<file path="config.mk">
export PLATFORM = sky130hd
export DESIGN_NAME = gscs_mem
export DESIGN_NICKNAME = d
export VERILOG_FILES = /design/src/sv/gscs_pkg.sv /design/src/sv/gscs_mem.sv
export SDC_FILE = /design/constraint.sdc
export NUM_CORES = 1
export LEC_CHECK = 0
export BUFFER_PORTS_ARGS = -buffer_cell sky130_fd_sc_hd__buf_2
export CORE_MARGIN = 4
export CORE_UTILIZATION = 50
export CTS_CLUSTER_DIAMETER = 50
export CTS_CLUSTER_SIZE = 24
export DETAILED_ROUTE_END_ITERATION = 7
export GPL_ROUTABILITY_DRIVEN = 0
export GPL_TIMING_DRIVEN = 0
export HOLD_SLACK_MARGIN = 0.05
export PLACE_DENSITY = 0.72
export SYNTH_ARGS = -nofsm -noshare
export SYNTH_HDL_FRONTEND = slang
export SYNTH_SLANG_ARGS = --single-unit
</file>
<file path="constraint.sdc">
create_clock -name clk -period 7.9 [get_ports clk]
set_input_delay 0.79 -clock clk [delete_from_list [all_inputs] [get_ports clk]]
set_output_delay 0.79 -clock clk [all_outputs]
set_load 0.03 [all_outputs]
</file>
<file path="src/sv/gscs_pkg.sv">
// gscs_pkg: shared widths, codes, entry and divider request types
// for the gas sensor calibrate-and-score block. No dependencies.
package gscs_pkg;

  localparam int NUM_CHANNELS_DEF = 4;
  localparam int CAL_SAMPLES_DEF  = 50;

  localparam int CH_W      = 2;
  localparam int ADC_W     = 10;
  localparam int RATIO_W   = 16;
  localparam int MASK_W    = 4;
  localparam int ACC_W     = 38;
  localparam int CNT_W     = 6;
  localparam int BASE_W    = 32;
  localparam int RS_W      = 32;
  localparam int SCORE_W   = 7;
  localparam int STATUS_W  = 2;
  localparam int CFG_IDX_W = 3;
  localparam int NUM_W     = 56;
  localparam int DEN_W     = 64;
  localparam int NB_W      = 6;

  localparam int RATIO_REGS = 4;

  localparam logic [CFG_IDX_W-1:0] IDX_MASK = 3'd4;

  localparam logic REQ_MEASURE = 1'b0;
  localparam logic REQ_CALIB   = 1'b1;

  localparam logic [STATUS_W-1:0] LVL_CLEAN    = 2'd0;
  localparam logic [STATUS_W-1:0] LVL_MODERATE = 2'd1;
  localparam logic [STATUS_W-1:0] LVL_HIGH     = 2'd2;

  localparam logic [RATIO_W-1:0] RATIO_RESET = 16'd2560;
  localparam logic [RATIO_W-1:0] RATIO_ONE   = 16'd256;
  localparam logic [RATIO_W-1:0] RATIO_FLOOR = 16'd259;
  localparam logic [ADC_W-1:0]   ADC_FULL    = 10'd1023;
  localparam logic [RS_W-1:0]    RS_AT_FULL  = 32'd66;
  localparam logic [RS_W-1:0]    RS_MAX      = 32'hFFFF_FFFF;
  localparam logic [SCORE_W-1:0] SCORE_MAX   = 7'd100;
  localparam logic [SCORE_W-1:0] SCORE_MOD   = 7'd33;
  localparam logic [SCORE_W-1:0] SCORE_HIGH  = 7'd66;

  typedef struct packed {
    logic [ACC_W-1:0]  acc;
    logic [CNT_W-1:0]  cnt;
    logic [BASE_W-1:0] base;
  } gscs_entry_t;

  localparam gscs_entry_t ENTRY_RESET = '{acc: '0, cnt: '0, base: 32'h0001_0000};

  typedef struct packed {
    logic             start;
    logic [NUM_W-1:0] num;
    logic [DEN_W-1:0] den;
    logic [NB_W-1:0]  nbits;
  } gscs_div_req_t;

endpackage

</file>
<file path="src/sv/gscs_mem.sv">
// gscs_mem: per-channel state memory (accumulator, count, baseline)
// registered read, valid bits give reset contents; uses gscs_pkg
module gscs_mem #(
  parameter int DEPTH = gscs_pkg::NUM_CHANNELS_DEF,
  parameter int AW    = 2
) (
  input  logic                  clk,
  input  logic                  rst_n,
  input  logic                  rd_en,
  input  logic [AW-1:0]         rd_addr,
  input  logic                  wr_en,
  input  logic [AW-1:0]         wr_addr,
  input  gscs_pkg::gscs_entry_t wr_data,
  output gscs_pkg::gscs_entry_t rd_data
);
  gscs_pkg::gscs_entry_t mem [DEPTH];
  gscs_pkg::gscs_entry_t rd_ent_r;
  logic [DEPTH-1:0]      vld_r;
  logic                  rd_vld_r;

  always_ff @(posedge clk) begin
    if (wr_en) begin
      mem[wr_addr] <= wr_data;
    end
    if (rd_en) begin
      rd_ent_r <= mem[rd_addr];
    end
  end

  always_ff @(posedge clk) begin
    if (!rst_n) begin
      vld_r    <= '0;
      rd_vld_r <= 1'b0;
    end else begin
      if (wr_en) begin
        vld_r[wr_addr] <= 1'b1;
      end
      if (rd_en) begin
        rd_vld_r <= vld_r[rd_addr];
      end
    end
  end

  assign rd_data = rd_vld_r ? rd_ent_r : gscs_pkg::ENTRY_RESET;
endmodule

</file>
# After elaboration in Yosys (flattened, before gate mapping)
# Memories as Yosys holds them, arrays and structs flattened. A register that Yosys moved wholly into a read port is not among the register bits.
# Cells that the tools add are included.
# W data, S select, Z words.
# word_totals
elab_cells	15
ramBits	304
input_bits	84
out_inout_bits	76
memories	1
reg_bits	5
# mem_list
name	depth	word_bits	rd	rd_clocked_by_memory_dff	wr	line_no	rtl
mem	4	76	1	1	1	gscs_mem.sv:16	gscs_pkg::gscs_entry_t mem [DEPTH];
# op_classes
n_reduce_logical	1
muxes	7
order_cmp	3
bitwise	1
# op_table
operator	n
$mux W76	1
$lt A2 B3 Y1 const B	2
$mux W1	4
$or A4 B4 Y4	1
$bmux W1 S2	1
$demux W1 S2	1
$ge A2 B1 Y1 const B	1
$logic_and A1 B1 Y1	1

# Logic depth before layout (Yosys ltp)
# depth
ltp_word	5
mapped_depth	5

# Worst setup path after synthesis
# Ideal clock, no wire load.
# synth_timing
path_type	input to register
from	input port wr_addr[0]
to	memory mem[0][0] in the netlist's numbering, enable pin
slack_ns	0.868
stages	1
arrival_ns	6.408
setup_time_ns	0.623
path_buffers	0
required_time_ns	7.277
path_cell_list	nor3b_1
# synth_rtl
element	line_no	rtl
start: declaration	gscs_mem.sv:12	input logic [AW-1:0] wr_addr,
end: declaration	gscs_mem.sv:16	
# No word-level cell before the write port.

==> summary.txt <==
Final Cycle Share: 0.3964
max cap viols: 0
First-pass DRT Iterations: 4
Post-synth top flop: edfxtp_1
slew margin rel.: 0.3985
DRC Markers: 0
TritonCTS buffer count: 36
initial DRC count: 518
Core Region: 0.02725 mm²
static leakage: 5.860 nW
main combinational cell family by area after synthesis: multiplexers
Critical-path top delay cell: dfxtp_1
clock-pin slew on the worst setup and hold paths: 0.06 ns
layout cell share with drive strength beyond 1: 0.3985
cell family with most CP delay: buffers and inverters
first-pass GRT wire length: 39370 µm
number of synthesized flops with an enable pin: 380
worst-path maximum fanout: 10
Starting Density: 0.5129
Hold Buf Count CTS: 0
Req. time, crit path: 7.11 ns
Die X: 175.2 µm
Std-Cell Rows: 60
CP Cell Sequence: clkbuf_1 -> clkbuf_1 -> and2_1 -> buf_2
RSZ-0062 raised after global routing: no
Final #Nets: 869
met3 Track Usage GR: 0.04132
Worst R2R Start: rd_vld_r
CP Class: reg -> out
post-CTS setup buffers: 0
worst-margin pin slew: 0.9022 ns
top cell type's share of synthesized area: 0.8164
Net Sw Frac: 0.2033
grt met1 use: 0.2258
P&R area growth vs syn: 19.60%
Synth Area in Simple Gates: 0.03769
Yosys top cell by area: edfxtp_1
outcome: finished clean
total length of routed wires: 25680 µm
syn_nets: 661
VDD IR-drop max: 0.1802 mV
Worst Hold Class: reg -> reg
post-synthesis compound-gate area fraction: 0.002775
mux contribution to synthesized area: 0.1239
XOR/XNOR Fraction of Synth Area: 0
post-cts resize count: 0
count of final setup violators: 0
met2 usage: 0.2739
Post-DRT Antenna Nets: 0
Clk pwr share: 0.408
pins over their slew limit: 0
largest net degree at the start of global routing: 49
chip height: 175.2 µm
antenna violations before repair: 4
clk buf depth: 3
Port Buffers: 157
CP Launch Point: rd_vld_r
H-tree depth: 2
Fin Hold WS: 0.4829 ns
Final Hold Vio Count: 0
Synth Area in Adders: 0
clk sink count: 385
busiest layer in global routing: met2
Pint: 3.508 mW
die area: 0.03069 mm²
Tot Pwr: 4.404 mW
Ys Warns: 0
IO Count: 160
Worst Setup Start Kind: flip-flop
final setup TNS: 0 ns
pwr/cell area: 263.5 mW/mm²
P_sw: 0.8955 mW
Synth Cell Area: 0.01398 mm²
Yosys cell types: 18
top post-synthesis cells by count: 380 x edfxtp_1, 76 x mux4_2, 75 x and2_1
Vias/cell: 5.361
TritonCTS clock tree: yes
most frequent cell after synthesis: edfxtp_1
synth top area cells: edfxtp_1 82%, mux4_2 12%, and2_1 3.4%, dfxtp_1 0.72%, buf_12 0.43%
clk_skew: 0.02356 ns
routed vias: 6358
clk_lat worst skew: 0.52 ns
CP arrival: 2.34 ns
Post-DP Area: 0.01546 mm²
sequential fraction of the synthesis area: 0.8236
CP Buf/Inv Count: 3
Seq pwr share: 0.544
vias in the first global route: 6721
CP endpoint kind: primary output
design area: 0.01672 mm²
fmax: 0.3193 GHz
most frequent cell on the critical path: clkbuf_1
Fillers: 1897
Max stage delay on crit path: 0.54 ns
cell count after synthesis: 577
Post-synth ARST share: 0
hold path start: vld_r[3]
Post-DP HPWL: 16270 µm
All-Layer GR Usage: 0.1664
gr ovfl total: 0
Min Clock Period, post-route: 3.132 ns
Clock Root Buffer: clkbuf_16
post-synthesis register bit count: 385
Comb pwr share: 0.049
Post-Syn Area per Cell: 24.22 µm²
Routed WL per cell: 21.65 µm
fin util: 0.6134
==> layer usage <==
layer / vias up / part of all wire
met5: - / 0.0018
met4: 6 / 0.024
met3: 52 / 0.068
met2: 210 / 0.50
met1: 3284 / 0.41
li1: 2806 / -
==> logic make-up (layout without fill, tap and decap cells) <==
kind of cell,count (synthesis),count (layout)
muxes,78,78
DFF,385,385
and+or+nand+nor,83,83
AOI/OAI and AO/OA,5,5
other,0,1
buffers and inverters,26,262
==> power by group through the flow <==
| stage | Sequential [mW] | Clock [mW] | Combinational [mW] |
|---|---|---|---|
| floorplan | 2.43 | 0 | 0.125 |
| global placement | 2.44 | 0 | 0.199 |
| detailed placement | 2.44 | 0 | 0.218 |
| CTS | 2.40 | 1.83 | 0.219 |
| global route | 2.40 | 1.93 | 0.231 |
| finish | 2.40 | 1.80 | 0.214 |
==> through the flow <==
step                      cells  setup slack, ns
after floorplan             577           0.8682
after global placement     1106           -3.664
after detailed placement   1119            5.264
after CTS                  1185            4.685
after global routing       1186            4.595
final                      1186            4.768
==> area by class of cell <==
type | instances | area [µm²] | share of cell area
Sequential cell | 385 | 11510 | 0.6886
Timing Repair Buffer | 170 | 996.0 | 0.05958
Buffer | 26 | 168.9 | 0.01010
Tap cell | 372 | 465.4 | 0.02784
Antenna cell | 1 | 2.502 | 0.0001497
Multi-Input combinational cell | 166 | 2315 | 0.1385
Clock buffer | 44 | 982.2 | 0.05876
Clock inverter | 22 | 275.3 | 0.01647
==> worst reg2reg max path, stage by stage (launching register included) <==
cell and delay (ns):
dfxtp_1 0.54, clkbuf_1 0.46, nand3b_1 0.13, o221ai_1 0.08
==> final timing paths <==
check	slack [ns]	cells after the start	end
hold / removal	0.48	1	vld_r[3]
hold reg to reg	0.48	1	vld_r[3]
setup reg to reg	6.62	3	rd_vld_r
setup / recovery	4.77	4	rd_data[49]
==> cells in the final DEF, fill, tap and decap left out, types with 2 or more instances in the layout <==
| cell type | Yosys | final |
|---|---|---|
| dfxtp_1 | 5 | 5 |
| and3b_4 | 0 | 2 |
| bufinv_16 | 0 | 4 |
| buf_8 | 0 | 2 |
| clkbuf_16 | 0 | 37 |
| buf_6 | 1 | 7 |
| buf_16 | 0 | 3 |
| buf_4 | 1 | 3 |
| and2_1 | 75 | 75 |
| inv_6 | 0 | 5 |
| clkinvlp_4 | 0 | 3 |
| clkbuf_8 | 0 | 3 |
| mux2i_1 | 2 | 2 |
| nand3b_1 | 2 | 2 |
| mux4_2 | 76 | 76 |
| inv_8 | 0 | 3 |
| clkinv_1 | 0 | 2 |
| clkbuf_1 | 12 | 16 |
| edfxtp_1 | 380 | 380 |
| buf_2 | 9 | 165 |
| o21a_1 | 4 | 4 |
| buf_12 | 3 | 4 |
| clkinv_4 | 0 | 3 |
==> registers in the layout (all words and copies together) (netlist names) <==
signal and count:
mem 304, rd_ent_r 76, rd_vld_r 1, vld_r 4
Power figures use the tool's default switching activity.
