File: config.mk
export PLATFORM = sky130hd
export DESIGN_NAME = gscs_div
export DESIGN_NICKNAME = d
export VERILOG_FILES = /design/src/sv/gscs_pkg.sv /design/src/sv/gscs_div.sv
export SDC_FILE = /design/constraint.sdc
export NUM_CORES = 1
export LEC_CHECK = 0
export BUFFER_PORTS_ARGS = -buffer_cell sky130_fd_sc_hd__buf_2
export CAP_MARGIN = 20
export CORE_UTILIZATION = 62
export CTS_CLUSTER_DIAMETER = 50
export CTS_CLUSTER_SIZE = 40
export DETAILED_ROUTE_END_ITERATION = 8
export GPL_TIMING_DRIVEN = 0
export PLACE_DENSITY = 0.87
export SYNTH_ARGS = -nofsm -noshare
export SYNTH_HDL_FRONTEND = slang
export SYNTH_SLANG_ARGS = --single-unit
File: constraint.sdc
create_clock -name clk -period 12.2 [get_ports clk]
set_input_delay 2.44 -clock clk [delete_from_list [all_inputs] [get_ports clk]]
set_output_delay 2.44 -clock clk [all_outputs]
set_load 0.03 [all_outputs]
File: src/sv/gscs_pkg.sv
// gscs_pkg: shared widths, codes, entry and divider request types
// for the gas sensor calibrate-and-score block. No dependencies.
package gscs_pkg;

  localparam int NUM_CHANNELS_DEF = 4;
  localparam int CAL_SAMPLES_DEF  = 50;

  localparam int CH_W      = 2;
  localparam int ADC_W     = 10;
  localparam int RATIO_W   = 16;
  localparam int MASK_W    = 4;
  localparam int ACC_W     = 38;
  localparam int CNT_W     = 6;
  localparam int BASE_W    = 32;
  localparam int RS_W      = 32;
  localparam int SCORE_W   = 7;
  localparam int STATUS_W  = 2;
  localparam int CFG_IDX_W = 3;
  localparam int NUM_W     = 56;
  localparam int DEN_W     = 64;
  localparam int NB_W      = 6;

  localparam int RATIO_REGS = 4;

  localparam logic [CFG_IDX_W-1:0] IDX_MASK = 3'd4;

  localparam logic REQ_MEASURE = 1'b0;
  localparam logic REQ_CALIB   = 1'b1;

  localparam logic [STATUS_W-1:0] LVL_CLEAN    = 2'd0;
  localparam logic [STATUS_W-1:0] LVL_MODERATE = 2'd1;
  localparam logic [STATUS_W-1:0] LVL_HIGH     = 2'd2;

  localparam logic [RATIO_W-1:0] RATIO_RESET = 16'd2560;
  localparam logic [RATIO_W-1:0] RATIO_ONE   = 16'd256;
  localparam logic [RATIO_W-1:0] RATIO_FLOOR = 16'd259;
  localparam logic [ADC_W-1:0]   ADC_FULL    = 10'd1023;
  localparam logic [RS_W-1:0]    RS_AT_FULL  = 32'd66;
  localparam logic [RS_W-1:0]    RS_MAX      = 32'hFFFF_FFFF;
  localparam logic [SCORE_W-1:0] SCORE_MAX   = 7'd100;
  localparam logic [SCORE_W-1:0] SCORE_MOD   = 7'd33;
  localparam logic [SCORE_W-1:0] SCORE_HIGH  = 7'd66;

  typedef struct packed {
    logic [ACC_W-1:0]  acc;
    logic [CNT_W-1:0]  cnt;
    logic [BASE_W-1:0] base;
  } gscs_entry_t;

  localparam gscs_entry_t ENTRY_RESET = '{acc: '0, cnt: '0, base: 32'h0001_0000};

  typedef struct packed {
    logic             start;
    logic [NUM_W-1:0] num;
    logic [DEN_W-1:0] den;
    logic [NB_W-1:0]  nbits;
  } gscs_div_req_t;

endpackage

File: src/sv/gscs_div.sv
// gscs_div: shared shift-subtract divider, one quotient bit per cycle
// caller pre-aligns the divisor; depends on gscs_pkg
module gscs_div (
  input  logic                         clk,
  input  logic                         rst_n,
  input  gscs_pkg::gscs_div_req_t      req,
  output logic                         busy,
  output logic                         done,
  output logic [gscs_pkg::NUM_W-1:0]   quo
);
  logic [gscs_pkg::NUM_W-1:0] rem_r;
  logic [gscs_pkg::DEN_W-1:0] d_r;
  logic [gscs_pkg::NUM_W-1:0] q_r;
  logic [gscs_pkg::NB_W-1:0]  cnt_r;
  logic                       busy_r;
  logic                       done_r;
  logic                       ge;

  assign ge   = {{(gscs_pkg::DEN_W-gscs_pkg::NUM_W){1'b0}}, rem_r} >= d_r;
  assign busy = busy_r;
  assign done = done_r;
  assign quo  = q_r;

  always_ff @(posedge clk) begin
    if (!rst_n) begin
      busy_r <= 1'b0;
      done_r <= 1'b0;
    end else begin
      done_r <= 1'b0;
      if (req.start) begin
        rem_r  <= req.num;
        d_r    <= req.den;
        q_r    <= '0;
        cnt_r  <= req.nbits;
        busy_r <= 1'b1;
      end else if (busy_r) begin
        if (ge) begin
          rem_r <= rem_r - d_r[gscs_pkg::NUM_W-1:0];
        end
        q_r   <= {q_r[gscs_pkg::NUM_W-2:0], ge};
        d_r   <= d_r >> 1;
        cnt_r <= cnt_r - 1'b1;
        if (cnt_r == gscs_pkg::NB_W'(1)) begin
          busy_r <= 1'b0;
          done_r <= 1'b1;
        end
      end
    end
  end
endmodule

* Word level (Yosys, flattened, before mapping) *
Index checks and enable logic that the tools add are counted.
Widths: inputs -> output; s select.

cells by class
  add/subtract/negate cells = 2
  order comparisons = 1
  equal/unequal tests = 1
  mux-type cells = 12
  bitwise logic cells = 2
  reduce and logical (&&, ||, !) cells = 5

operators by type and width
  kind                 number
  $mux 56              4
  $mux 64              2
  $ge 56x64->1         1
  $sub 56x56->56       1
  $mux 6               2
  $eq 6x1->1 const B   1
  $sub 6x1->6 const B  1
  $mux 1               4
  $reduce_bool 2->1    2
  $reduce_and 3->1     1
  $reduce_or 3->1      1
  $not 1->1            2
  $reduce_and 2->1     1

word-level totals
  bits in registers = 184
  input port bits = 129
  output and inout port bits = 58
  logic and storage cells = 29

* Logic depth before layout (Yosys ltp) *
  depth in word-level cells = 4
  gate-level depth with buffers = 12
  depth with buffers taken out = 11

* Least setup slack after synthesis *
OpenSTA, ideal clock, no wires.

  kind = input to register
  start point = input port req[126] (netlist bit)
  end point = register cnt_r[0] (netlist bit) (enable)
  library setup time = 0.496 ns
  data arrival time = 5.716 ns
  required time = 11.704 ns
  slack = 5.988 ns
  stages = 3
  path buffers = 2
  path through = buf_6 > clkbuf_1 > o21a_1

on the way
  word-level cells in the longest chain between the ends = 2

RTL lines
  item                                line            text
  from (decl)                         gscs_div.sv:6   input gscs_pkg::gscs_div_req_t req,
  $reduce_bool 2->1 (no source line)  --
  $reduce_and 2->1 (no source line)   --
  to (signal assigned)                gscs_div.sv:34  cnt_r <= req.nbits;
  to (signal assigned)                gscs_div.sv:42  cnt_r <= cnt_r - 1'b1;
  to (decl)                           gscs_div.sv:14  logic [gscs_pkg::NB_W-1:0] cnt_r;

No other way between the ends.
A chain may end at the register's enable or synchronous reset.

* Worst setup path after layout *
  start point = input port req[126] (netlist bit)
  end point = register d_r[29] (netlist bit) (enable)

on the way
  word-level cells in the longest chain between the ends = 2

RTL lines
  item                                line            text
  $reduce_bool 2->1 (no source line)  --
  $reduce_and 2->1 (no source line)   --
  to (signal assigned)                gscs_div.sv:32  d_r <= req.den;
  to (signal assigned)                gscs_div.sv:41  d_r <= d_r >> 1;
  to (decl)                           gscs_div.sv:12  logic [gscs_pkg::DEN_W-1:0] d_r;

No other way between the ends.

==> results_dict.tcl <==
set metrics [dict create \
    max_freq_ghz 0.2177 \
    worstHoldEndpoint "done" \
    cp.arrival_ns 4.70 \
    synth.avg_cell_area_sq_um 9.758 \
    drc 0 \
    async_reset_ff_frac 0 \
    cts_setup_buffers 0 \
    hold_depth 2 \
    ys_top_cells_by_area "edfxtp_1 (49%), ha_1 (6.5%), nand2_1 (5.5%)" \
    grt_pass1_vias 9171 \
    synth_warnings 0 \
    grt.total_usage 0.3229 \
    dpl_cell_area_sq_um 12560 \
    path_delay_family "buffers and inverters" \
    tightest_slew_ns 0.9241 \
    final_core_util 0.7504 \
    fin_nets 1549 \
    path_clk_slew_ns 0.08 \
    rsz0062_at_grt "no" \
    fin_hold_ws_ns 0.5575 \
    final-hold-violation-count 0 \
    clockBufferDepth 2 \
    cts_hold_buf 0 \
    num_rows 48 \
    r2r-end "rem_r[28]" \
    dpl.cell_count 1567 \
    grt_max_degree 70 \
    postCtsResizedCells 0 \
    drt_first_pass_iters 6 \
    wl_mm 29.72 \
    setup_viol 0 \
    cts_made_buffers 17 \
    dieArea_sq_um 18690 \
    design_area_sq_um 13160 \
    cts_tree "built" \
    cp-start-kind "primary input" \
    criticalPathCategory "primary input to register" \
    yosysTopAreaCellShare 0.4858 \
    p_leak_nw 5.494 \
    final_cell_mix "buf_2 (186), edfxtp_1 (182), nand2_1 (165), o21ai_0 (115), inv_1 (90)" \
    grt_overflow 0 \
    synth-edff-count 182 \
    clock_sinks 184 \
    syn_nets 1341 \
    skew_ns 0.01158 \
    die_w_um 136.7 \
    tns_ns 0 \
    crit_cells 5 \
    r2r_slack_ns 7.94 \
    worstHoldStart "busy" \
    grt_pass1_wl_mm 46.09 \
    rr_worst_depth 13 \
    postRouteAntennaNets 0 \
    ioPinCount 187 \
    synthesis.area_sq_um 11250 \
    synth_cell_types 74 \
    pre_cts_slack_ns 7.213 \
    setup.worst_path.start "req[126]" \
    htreeDepth 4 \
    start_util 0.6416 \
    min_period_ns 4.593 \
    wl_per_cell_um 18.57 \
    vias 9692 \
    io_buffers 186 \
    end_kind "register" \
    cts_root_buf "clkbuf_16" \
    slew_headroom 0.3839 \
    ys.flop_type "edfxtp_1" \
    n_fill_cell 1261 \
    layout-drive-gt1-share 0.1827 \
    yosysTopAreaCell "edfxtp_1" \
    die_y_um 136.7 \
    final_common_cell "buf_2" \
    powerDensity_nw_per_um2 133.7 \
    seq_area_frac_synth 0.4893 \
    max_stage_delay_ns 0.80 \
    vdd.ir_drop.worst_mv 0.1008 \
    gp_congestion 0.9659 \
    dp_hpwl_mm 21.94 \
    cap_violations 0 \
    cp_slowest_cell "o21a_4" \
    path_max_fanout 69 \
    r2r_start "d_r[14]" \
    syn-instance-count 1153 \
    status "complete, no violations" \
    core_region_area_sq_um 17540 \
    area_growth_pct 16.96 \
    power_mw 1.760 \
    grt_antenna_before_repair 1 \
    worstHoldPathType "register to register" \
    drt_iter0_drc 1003 \
    fin_ws_ns 7.607 \
    path_cells "buf_2 -> buf_6 -> clkbuf_1 -> o21a_4 -> buf_16" \
    insertion_delay_ns 0.45 \
    drv_slew 0 \
    cp_num_buf_inv 4 \
    fin_cells 1600 \
    finalCritPeriodShare 0.3765 \
    required_ns 12.31 \
    routed_via_density 6.058 \
    synth_seq_cells 184 \
]
tightest hold or removal path, stage by stage (launching register included):
cell	delay (ns)
dfxtp_1	0.34
nand2_1	0.12
nor2_1	0.06
synthesized netlist by cell type, types with 3 or more instances:
| cell | number |
|---|---|
| a2111o_1 | 4 |
| a211oi_1 | 10 |
| a21o_1 | 24 |
| a21oi_1 | 76 |
| a221oi_1 | 3 |
| a311oi_1 | 3 |
| a31oi_1 | 3 |
| and2_1 | 7 |
| and3_1 | 14 |
| and4_1 | 5 |
| buf_1 | 3 |
| buf_6 | 3 |
| clkbuf_1 | 43 |
| edfxtp_1 | 182 |
| ha_1 | 58 |
| inv_1 | 90 |
| mux2_2 | 9 |
| nand2_1 | 165 |
| nand2b_1 | 5 |
| nand3_1 | 18 |
| nand4_1 | 15 |
| nor2_1 | 42 |
| nor2b_1 | 61 |
| nor3_1 | 14 |
| nor4_1 | 8 |
| o211ai_1 | 10 |
| o21a_1 | 12 |
| o21ai_0 | 115 |
| o21ai_1 | 26 |
| o21bai_1 | 13 |
| o221ai_1 | 4 |
| o22ai_1 | 3 |
| o31ai_1 | 8 |
| xnor2_1 | 27 |
| xor2_1 | 17 |
flip-flops by register name, indices dropped and copies added, names as in the netlist:
name   cells
d_r       64
busy       1
quo       56
rem_r     56
done       1
cnt_r      6
logic make-up after synthesis:
kind of cell,share of synthesized area
flops,0.4893
fa+ha+maj,0.06628
simple gates,0.1580
mux,0.01079
xor+xnor,0.03425
buf+inv,0.05093
compound gates,0.1904
area by class of cell:
type / count / area, sq um / share of cell area
clock inverters: 14 / 170.2 / 0.01293
plain buffers: 52 / 235.2 / 0.01788
flip-flops and latches: 184 / 5505 / 0.4184
repair buffers: 189 / 1006 / 0.07645
multi-input cells: 827 / 5191 / 0.3945
clock buffers: 18 / 429.2 / 0.03261
well taps: 225 / 281.5 / 0.02139
inverters: 90 / 337.8 / 0.02567
diodes: 1 / 2.502 / 0.0001902
metal layers:
| layer | global-route usage | routed length, um |
|---|---|---|
| met1 | 0.4394 | 12620 |
| met2 | 0.5212 | 13780 |
| met3 | 0.05370 | 2543 |
| met4 | 0.1154 | 771 |
| met5 | 0 | 0 |
worst max path at each step:
| stage | endpoint |
|---|---|
| after global routing | d_r[32] |
| after detailed placement | d_r[26] |
| after CTS | d_r[29] |
| final | d_r[29] |
| after floorplan | cnt_r[0] |
| after global placement | d_r[27] |
where the power goes:
group	switching [mW]	internal, mW	leakage [nW]
Combinational	0.268	0.157	3.43
Clock	0.288	0.280	0.292
Sequential	0.0155	0.751	1.77
Total	0.571	1.19	5.49
No activity file was read; power rests on OpenSTA's default activity.
